$ cat src/idle_timeout_table_top_defines.svh
// Assertion macros shared by the RTL.
`ifndef IDLE_TIMEOUT_TABLE_TOP_DEFINES_SVH
`define IDLE_TIMEOUT_TABLE_TOP_DEFINES_SVH
`ifndef SYNTH
`define ITT_ASSERT(lbl, clk, rst_n, prop, msg) \
  lbl: assert property (@(posedge clk) disable iff (!rst_n) (prop)) else $error(msg);
`define ITT_ASSERT_RST(lbl, clk, prop, msg) \
  lbl: assert property (@(posedge clk) (prop)) else $error(msg);
`else
`define ITT_ASSERT(lbl, clk, rst_n, prop, msg)
`define ITT_ASSERT_RST(lbl, clk, prop, msg)
`endif
`endif

$ cat src/itt_pkg.sv
package itt_pkg;
  localparam int DefCapacity = 32;
  localparam int MaxResults = 32;
  localparam logic [30:0] LimitReset = 31'd1000;

  typedef enum logic [1:0] {
    MODE_TOUCH  = 2'd0,
    MODE_UPDATE = 2'd1,
    MODE_REMOVE = 2'd2,
    MODE_QUERY  = 2'd3
  } mode_t;

  typedef enum logic [1:0] {
    ST_OK        = 2'd0,
    ST_NOT_FOUND = 2'd1,
    ST_FULL      = 2'd2
  } status_t;
endpackage

$ cat src/idle_timeout_table_top.sv
// Idle timeout table. Keeps up to CAPACITY keys with their last-touch times
// in a doubly linked recency list held in memories. A command word is taken
// at a clock edge where start is high and busy is low; every result word is
// shown for exactly one cycle with out_valid high and cannot be stalled, so
// the receiver must take it. Touch, update and remove scan the key memory
// slot by slot (read, then compare) to find the key and, for an insert, the
// first free slot. A decision step and the list edits (unlink, then push at
// the newest end) follow. The single result word appears in the first cycle
// with busy low. A query walks the list from the oldest entry, reading and
// then checking each entry; the walk ends when it runs off the list, hits
// the result cap or meets a fresh entry. Each expired key's word is held in
// a register until the next step shows whether more follow, so that the
// final one can carry the last flag, and the final word appears in the
// first cycle with busy low. The serial scan through the key memory's single
// read port sets the busy time. There is no clearing pass after reset; the
// used bits are flip-flops cleared at once. The timeout limit is written
// only while the block is idle and no command is offered.
`include "idle_timeout_table_top_defines.svh"

module idle_timeout_table_top #(
  parameter int CAPACITY = itt_pkg::DefCapacity
) (
  input  logic               clk,
  input  logic               rst_n,
  input  logic               start,
  output logic               busy,
  input  logic [1:0]         in_mode,
  input  logic signed [31:0] in_key,
  input  logic [47:0]        in_now_ms,
  input  logic               cfg_valid,
  output logic               cfg_ready,
  input  logic [30:0]        cfg_timeout_limit,
  output logic               out_valid,
  output logic [1:0]         out_status,
  output logic signed [31:0] out_expired_key,
  output logic               out_key_valid,
  output logic               out_last_result
);
  localparam int AW = $clog2(CAPACITY);
  localparam int CW = $clog2(CAPACITY + 1);
  localparam int RW = $clog2(itt_pkg::MaxResults + 1);

  // One-hot sequencer states.
  typedef enum logic [9:0] {
    S_IDLE  = 10'b0000000001,
    S_SCAN  = 10'b0000000010,
    S_SCANW = 10'b0000000100,
    S_DECIDE= 10'b0000001000,
    S_ULNK1 = 10'b0000010000,
    S_ULNK2 = 10'b0000100000,
    S_PUSH1 = 10'b0001000000,
    S_PUSH2 = 10'b0010000000,
    S_QRD   = 10'b0100000000,
    S_QCHK  = 10'b1000000000
  } state_t;

  // Memories: key, time and both links; one read and one write port each, registered read.
  logic [31:0]   key_mem   [CAPACITY];
  logic [47:0]   time_mem  [CAPACITY];
  logic [AW-1:0] older_mem [CAPACITY];
  logic [AW-1:0] newer_mem [CAPACITY];
  logic [CAPACITY-1:0] used_r, used_nxt;

  state_t state_r, state_nxt;
  logic [1:0]    mode_r, mode_nxt;
  logic [31:0]   key_r, key_nxt;
  logic [47:0]   now_r, now_nxt;
  logic [30:0]   limit_r, limit_nxt;
  logic [AW-1:0] newest_r, newest_nxt, oldest_r, oldest_nxt;
  logic [CW-1:0] count_r, count_nxt;
  logic [CW-1:0] idx_r, idx_nxt;      // scan or walk counter
  logic [AW-1:0] addr_r, addr_nxt;    // slot being read
  logic [AW-1:0] hit_r, hit_nxt;
  logic          found_r, found_nxt;
  logic [AW-1:0] free_r, free_nxt;
  logic          has_free_r, has_free_nxt;
  logic [RW-1:0] nres_r, nres_nxt;
  logic          insert_r, insert_nxt;
  logic          remove_r, remove_nxt;

  logic [31:0]   rd_key_r;
  logic [47:0]   rd_time_r;
  logic [AW-1:0] rd_older_r, rd_newer_r;
  logic          rd_en;
  logic [AW-1:0] rd_addr;

  // Write ports, one per memory.
  logic          kw_en, tw_en, ow_en, nw_en;
  logic [AW-1:0] kw_addr, tw_addr, ow_addr, nw_addr;
  logic [AW-1:0] ow_data, nw_data;

  logic          ov_r, ov_nxt, ok_v_r, ok_v_nxt, olast_r, olast_nxt;
  logic [1:0]    ost_r, ost_nxt;
  logic [31:0]   okey_r, okey_nxt;

  logic [48:0]   elapsed;
  logic          expired;

  always_ff @(posedge clk) begin
    if (rd_en) begin
      rd_key_r   <= key_mem[rd_addr];
      rd_time_r  <= time_mem[rd_addr];
      rd_older_r <= older_mem[rd_addr];
      rd_newer_r <= newer_mem[rd_addr];
    end
    if (kw_en) key_mem[kw_addr] <= key_r;
    if (tw_en) time_mem[tw_addr] <= now_r;
    if (ow_en) older_mem[ow_addr] <= ow_data;
    if (nw_en) newer_mem[nw_addr] <= nw_data;
  end

  // Elapsed time with the borrow kept: a borrow means time went backwards.
  assign elapsed = {1'b0, now_r} - {1'b0, rd_time_r};
  assign expired = !elapsed[48] && (elapsed[47:0] > {17'd0, limit_r});

  assign busy      = (state_r != S_IDLE);
  assign cfg_ready = (state_r == S_IDLE) && !start;

  always_comb begin
    state_nxt = state_r;
    mode_nxt = mode_r; key_nxt = key_r; now_nxt = now_r;
    limit_nxt = limit_r;
    newest_nxt = newest_r; oldest_nxt = oldest_r; count_nxt = count_r;
    idx_nxt = idx_r; addr_nxt = addr_r;
    hit_nxt = hit_r; found_nxt = found_r; free_nxt = free_r;
    has_free_nxt = has_free_r; nres_nxt = nres_r;
    insert_nxt = insert_r; remove_nxt = remove_r;
    used_nxt = used_r;
    rd_en = 1'b0; rd_addr = addr_r;
    kw_en = 1'b0; kw_addr = hit_r;
    tw_en = 1'b0; tw_addr = hit_r;
    ow_en = 1'b0; ow_addr = hit_r; ow_data = hit_r;
    nw_en = 1'b0; nw_addr = hit_r; nw_data = hit_r;
    ov_nxt = 1'b0; ost_nxt = itt_pkg::ST_OK; okey_nxt = '0;
    ok_v_nxt = 1'b0; olast_nxt = 1'b0;

    if (cfg_valid && cfg_ready) limit_nxt = cfg_timeout_limit;

    unique case (state_r)
      S_IDLE: begin
        if (start) begin
          mode_nxt = in_mode; key_nxt = in_key; now_nxt = in_now_ms;
          idx_nxt = '0; found_nxt = 1'b0; has_free_nxt = 1'b0;
          nres_nxt = '0; insert_nxt = 1'b0; remove_nxt = 1'b0;
          if (in_mode == itt_pkg::MODE_QUERY) begin
            addr_nxt = oldest_r;
            state_nxt = S_QRD;
          end else begin
            addr_nxt = '0;
            state_nxt = S_SCAN;
          end
        end
      end
      // Scan: issue a read of slot idx, compare it next cycle.
      S_SCAN: begin
        rd_en = 1'b1; rd_addr = idx_r[AW-1:0];
        addr_nxt = idx_r[AW-1:0];
        state_nxt = S_SCANW;
      end
      S_SCANW: begin
        if (used_r[addr_r] && rd_key_r == key_r && !found_r) begin
          found_nxt = 1'b1; hit_nxt = addr_r;
        end
        if (!used_r[addr_r] && !has_free_r) begin
          has_free_nxt = 1'b1; free_nxt = addr_r;
        end
        if (idx_r == CW'(CAPACITY - 1)) begin
          state_nxt = S_DECIDE;
        end else begin
          idx_nxt = idx_r + 1'b1;
          state_nxt = S_SCAN;
        end
      end
      S_DECIDE: begin
        state_nxt = S_IDLE;
        ov_nxt = 1'b1; olast_nxt = 1'b1;
        if (found_r) begin
          remove_nxt = (mode_r == itt_pkg::MODE_REMOVE);
          // Read the hit slot's links for the unlink.
          rd_en = 1'b1; rd_addr = hit_r;
          ov_nxt = 1'b0; olast_nxt = 1'b0;
          state_nxt = S_ULNK1;
        end else if (mode_r != itt_pkg::MODE_TOUCH) begin
          ost_nxt = itt_pkg::ST_NOT_FOUND;
        end else if (!has_free_r) begin
          ost_nxt = itt_pkg::ST_FULL;
        end else begin
          hit_nxt = free_r; insert_nxt = 1'b1;
          used_nxt[free_r] = 1'b1;
          ov_nxt = 1'b0; olast_nxt = 1'b0;
          state_nxt = S_PUSH1;
        end
      end
      // Unlink: rd_older_r and rd_newer_r hold the hit slot's links.
      S_ULNK1: begin
        if (count_r <= CW'(1)) begin
          count_nxt = '0; newest_nxt = '0; oldest_nxt = '0;
          state_nxt = S_PUSH1;
        end else begin
          if (hit_r == newest_r) newest_nxt = rd_older_r;
          else begin
            ow_en = 1'b1; ow_addr = rd_newer_r; ow_data = rd_older_r;
          end
          if (hit_r == oldest_r) oldest_nxt = rd_newer_r;
          else begin
            nw_en = 1'b1; nw_addr = rd_older_r; nw_data = rd_newer_r;
          end
          count_nxt = count_r - 1'b1;
          state_nxt = S_PUSH1;
        end
        if (remove_r) begin
          used_nxt[hit_r] = 1'b0;
          ov_nxt = 1'b1; olast_nxt = 1'b1;
          state_nxt = S_IDLE;
        end
      end
      // Push at the newest end; the time, and for an insert the key, are written here too.
      S_PUSH1: begin
        tw_en = 1'b1;
        kw_en = insert_r;
        ow_en = 1'b1; ow_data = (count_r == '0) ? hit_r : newest_r;
        nw_en = 1'b1; nw_data = hit_r;
        if (count_r == '0) begin
          oldest_nxt = hit_r;
          newest_nxt = hit_r;
          count_nxt = CW'(1);
          ov_nxt = 1'b1; olast_nxt = 1'b1;
          state_nxt = S_IDLE;
        end else begin
          state_nxt = S_PUSH2;
        end
      end
      S_PUSH2: begin
        nw_en = 1'b1; nw_addr = newest_r; nw_data = hit_r;
        newest_nxt = hit_r;
        count_nxt = count_r + 1'b1;
        ov_nxt = 1'b1; olast_nxt = 1'b1;
        state_nxt = S_IDLE;
      end
      // Query walk from the oldest entry.
      S_QRD: begin
        if (idx_r >= count_r || nres_r == RW'(itt_pkg::MaxResults)) begin
          ov_nxt = (nres_r == '0); olast_nxt = 1'b1;
          state_nxt = S_IDLE;
        end else begin
          rd_en = 1'b1; rd_addr = addr_r;
          state_nxt = S_QCHK;
        end
      end
      S_QCHK: begin
        if (expired) begin
          ov_nxt = 1'b1; ok_v_nxt = 1'b1; okey_nxt = rd_key_r;
          nres_nxt = nres_r + 1'b1;
          idx_nxt = idx_r + 1'b1;
          addr_nxt = rd_newer_r;
          state_nxt = S_QRD;
        end else begin
          ov_nxt = (nres_r == '0); olast_nxt = 1'b1;
          state_nxt = S_IDLE;
        end
      end
      default: state_nxt = S_IDLE;
    endcase
  end

  // Query results are held in a register so the final one can carry the last
  // flag: a word leaves only once the next step shows whether more follow.
  logic          hv_r;
  logic [31:0]   hkey_r;
  logic          fin;
  assign fin = olast_nxt && (state_r == S_QRD || state_r == S_QCHK);

  always_ff @(posedge clk) begin
    if (!rst_n) begin
      state_r <= S_IDLE;
      limit_r <= itt_pkg::LimitReset;
      newest_r <= '0; oldest_r <= '0; count_r <= '0;
      used_r <= '0;
      ov_r <= 1'b0; hv_r <= 1'b0;
    end else begin
      state_r <= state_nxt;
      limit_r <= limit_nxt;
      newest_r <= newest_nxt; oldest_r <= oldest_nxt; count_r <= count_nxt;
      used_r <= used_nxt;
      if (ok_v_nxt) begin
        // Emit the held word (not last) and hold the new one.
        ov_r <= hv_r;
        ost_r <= itt_pkg::ST_OK; okey_r <= hkey_r; ok_v_r <= 1'b1;
        olast_r <= 1'b0;
        hv_r <= 1'b1; hkey_r <= okey_nxt;
      end else if (fin && hv_r) begin
        ov_r <= 1'b1; ost_r <= itt_pkg::ST_OK; okey_r <= hkey_r;
        ok_v_r <= 1'b1; olast_r <= 1'b1;
        hv_r <= 1'b0;
      end else begin
        ov_r <= ov_nxt; ost_r <= ost_nxt; okey_r <= okey_nxt;
        ok_v_r <= 1'b0; olast_r <= olast_nxt;
      end
    end
    mode_r <= mode_nxt; key_r <= key_nxt; now_r <= now_nxt;
    idx_r <= idx_nxt; addr_r <= addr_nxt; hit_r <= hit_nxt;
    found_r <= found_nxt; free_r <= free_nxt; has_free_r <= has_free_nxt;
    nres_r <= nres_nxt; insert_r <= insert_nxt; remove_r <= remove_nxt;
  end

  assign out_valid       = ov_r;
  assign out_status      = ost_r;
  assign out_expired_key = okey_r;
  assign out_key_valid   = ok_v_r;
  assign out_last_result = olast_r;

  // While idle, the entry count matches the number of used slots.
  logic count_ok;
  assign count_ok = (state_r != S_IDLE) || ($countones(used_r) == 32'(count_r));

  `ITT_ASSERT(a_count_bound, clk, rst_n, count_r <= CW'(CAPACITY), "count over capacity")
  `ITT_ASSERT(a_count_used, clk, rst_n, count_ok, "count disagrees with used bits")
  `ITT_ASSERT(a_no_start_busy, clk, rst_n, (state_r != S_IDLE) |-> busy, "busy low while working")
  `ITT_ASSERT(a_key_valid_ok, clk, rst_n, out_valid && out_key_valid |-> out_status == itt_pkg::ST_OK, "bad status")
  `ITT_ASSERT_RST(a_rst_idle, clk, !rst_n |=> !out_valid, "result after reset")
endmodule

$ cat config.mk
export PLATFORM = sky130hd
export DESIGN_NAME = idle_timeout_table_top
export DESIGN_NICKNAME = d
export VERILOG_FILES = /design/src/itt_pkg.sv /design/src/idle_timeout_table_top.sv
export VERILOG_INCLUDE_DIRS = /design/src /design/src/src
export SDC_FILE = /design/constraint.sdc
export NUM_CORES = 2
export LEC_CHECK = 0
export ABC_AREA = 1
export BUFFER_PORTS_ARGS = -buffer_cell sky130_fd_sc_hd__buf_2
export CAP_MARGIN = 20
export CORE_ASPECT_RATIO = 0.7
export CORE_MARGIN = 2
export CORE_UTILIZATION = 40
export CTS_CLUSTER_DIAMETER = 40
export DETAILED_ROUTE_END_ITERATION = 8
export PLACE_DENSITY = 0.58
export SYNTH_ARGS = -nofsm -noshare
export SYNTH_HDL_FRONTEND = slang
export SYNTH_SLANG_ARGS = --single-unit
export TNS_END_PERCENT = 1
$ cat constraint.sdc
create_clock -name clk -period 7.4 [get_ports clk]
set_input_delay 0.74 -clock clk [delete_from_list [all_inputs] [get_ports clk]]
set_output_delay 0.74 -clock clk [all_outputs]
set_load 0.02 [all_outputs]
==> flow_summary.ini <==
[clock_tree]
htreeDepth = 5
clock_latency_ns = 0.95
clock_sinks = 3241
clk_pin_slew_ns = 0.06
cts_tree = built
clockBufferDepth = 4
cts_resized = 0
cts_buffers = 386
cts_root_buffer = clkbuf_16

[worst_setup_path]
rrSetupSlack_ns = 0.34
end_kind = flip-flop
critPathLaunchType = flip-flop
setup.worst_path.class = reg -> reg
r2r-end = hkey_r[5]
crit_start = now_r[6]
critPathCapture = hkey_r[5]
cp_max_fo = 69
worst_ep_arrival_time_ns = 7.71
worstPathRequired_ns = 8.05
ff2ff_path_depth = 22
r2r-start = now_r[6]

[sta]
hold_violations = 0
setup_viol = 0
max-slew-margin-rel = 0.2425
tightest_slew_ns = 1.136
slew_violations = 0
grt_setup_unrepaired = no
final.min_clock_period_ns = 7.061
fmax_mhz = 141.6
setup_tns_ns = 0
fin_worst_skew_ns = 0.08044
period_share = 0.9541

[route]
vias_per_cell = 5.850
totalWireLength_mm = 425.7
vias = 91180
drt_iter0_markers = 13547
wl_per_cell_um = 27.31
drt-pass1-iter-count = 8
ant_nets = 0
drc = 0

[floorplan]
die_h_um = 484.0
ios = 156
core_um2 = 328100
start_util = 0.4013
die_w_um = 689.8
rows = 176
dieArea_um2 = 333900

[synth]
yosysWarningCount = 0
synth_area_um2 = 131700
yosysUniqueCellTypes = 52
yosysMostFrequentCell = edfxtp_1
seq_area_frac_synth = 0.7323
synth-async-reset-ratio = 0
netlist.area_leader.share = 0.7186
yosysTopAreaCell = edfxtp_1
ys_ff_latch = 3241
netlist_instances = 10711
synth_area_leaders = edfxtp_1, o21ai_0, nor2_1
synth_ff_type = edfxtp_1
synth_edf_count = 3151
synth_common_cells = edfxtp_1, nor2_1, o21ai_0, nand2_1, o22ai_1
syn_nets = 10920
avgSynthCellArea_um2 = 12.29

[layout]
fill_cells = 28912
final_layout_size_suffix_gt1_frac = 0.09958
finish.utilization = 0.4628
multi_input_area_um2 = 31500
regArea_um2 = 96420
area_growth_pct = 15.31
nets = 11102

[place]
port_buffers = 155
gp_congestion = 0.9476
dp_hpwl_mm = 221.2

[grt]
grt_max_degree = 211
grt_pass1_vias = 84470
grt_pass1_wl_mm = 602.7
grt_antenna_before_repair = 28
overflow = 0
grt_use_total = 0.2467

[flow_run]
drv_cap = 0

[power_and_ir_drop]
peakVddDrop_uv = 234.9
power_uw = 50460
p_per_area_nw_per_um2 = 332.3
leakage_uw = 0.05052

[run_status]
status = complete, no violations

[worst_hold_path]
min-delay-path-class = in -> reg
## per-layer routing
| metal | share of wire | GRT usage | wire, um |
|---|---|---|---|
| met3 | 0.11 | 0.05144 | 47250 |
| met1 | 0.44 | 0.3831 | 188300 |
| met4 | 0.023 | 0.06168 | 9979 |
| met5 | 0.00016 | 0 | 69 |
| met2 | 0.42 | 0.3512 | 180100 |
## repair_timing
| action | 4_1_cts | 5_1_grt |
|---|---|---|
| hold buffers | 63 | 0 |
| setup endpoints to repair | 0 | 1 |
| setup buffers | 0 | 1 |
| endpoints found under the hold margin | 63 | 0 |
## power breakdown
| part | internal (uW) | switching (uW) |
|---|---|---|
| clock network | 11100 | 7920 |
| logic | 2850 | 7500 |
| registers | 20700 | 321 |
| total | 34700 | 15700 |
## sequential cells by signal, indices dropped and copies added, names as in the netlist, 6 cells and up
signal,cells
time_mem,1536
key_mem,1024
newer_mem,160
older_mem,160
now_r,48
rd_time_r,48
hkey_r,32
key_r,32
out_expired_key,32
rd_key_r,32
used_r,32
limit_r,31
state_r,9
count_r,6
idx_r,6
nres_r,6
## worst max-delay path: stages (launching register included)
cell and delay [ns]:
edfxtp_1 1.05, ha_1 0.43, nand2_1 0.09, nand2_1 0.08, nand2_1 0.08, nand2_1 0.13, nand3b_1 0.43, nand2_1 0.15
nand2_1 0.16, xor2_1 0.19, ha_1 0.31, nand2_1 0.05, nor3_1 0.57, nand2_1 0.13, nor4_1 0.79, nand3_1 0.21
nand2_1 0.13, nand3_1 0.09, nand2_1 0.29, inv_1 0.14, nand2_4 0.61, nor2_4 0.32, buf_4 0.29
## cell families (layout without fill, tap and decap cells)
| family | after synthesis | after routing | share of synthesized area |
|---|---|---|---|
| and+or+nand+nor | 3130 | 3130 | 0.09255 |
| other | 0 | 7 | 0 |
| adders and majority gates | 92 | 92 | 0.008799 |
| xor gates and xnor gates | 51 | 51 | 0.003392 |
| DFF | 3241 | 3241 | 0.7323 |
| buffers and inverters | 1109 | 1615 | 0.03231 |
| AOI/OAI and AO/OA | 3088 | 3088 | 0.1307 |
## cell usage in the layout (no fill, tap or decap), types with 135 or more instances in the layout
cell type / Yosys / routed
edfxtp_1: 3151 / 3151
nor2_1: 2079 / 2045
o21ai_0: 1891 / 1886
nand2_1: 804 / 801
o22ai_1: 789 / 789
inv_1: 425 / 425
clkbuf_16: 0 / 394
buf_4: 4 / 201
buf_2: 61 / 156
a21oi_1: 135 / 135
## metrics by stage
step	instance area (um2)	hold WS (ns)	setup slack (ns)	instances
6_report	151800	0.05298	0.3394	15585
4_1_cts	151400	0.001337	0.3524	15560
5_1_grt	151800	0.01599	0.08089	15582
2_1_floorplan	131700	0.4206	2.061	10711
3_5_place_dp	137900	0.4919	0.4227	14785
3_3_place_gp	137800	0.4623	0.5890	14780
## worst min path at each step
stage | start | depth (start not counted) | to | slack [ns]
after detailed placement | used_r[2] | 2 | used_r[2] | 0.49
after global routing | in_now_ms[22] | 1 | now_r[22] | 0.02
final | in_now_ms[22] | 1 | now_r[22] | 0.05
after global placement | limit_r[0] | 2 | limit_r[0] | 0.46
after CTS | in_key[23] | 1 | key_r[23] | 0.001
after floorplan | addr_r[0] | 0 | free_r[0] | 0.42
## layout make-up
| class | count | area share |
|---|---|---|
| antenna | 7 | 0.0001154 |
| clock buffer | 448 | 0.06653 |
| clock inverter | 264 | 0.01825 |
| inverter | 438 | 0.01106 |
| multi-input combinational | 6361 | 0.2075 |
| sequential | 3241 | 0.6350 |
| tap | 4361 | 0.03594 |
| timing repair buffer | 465 | 0.02559 |
Power figures use the tool's default switching activity.
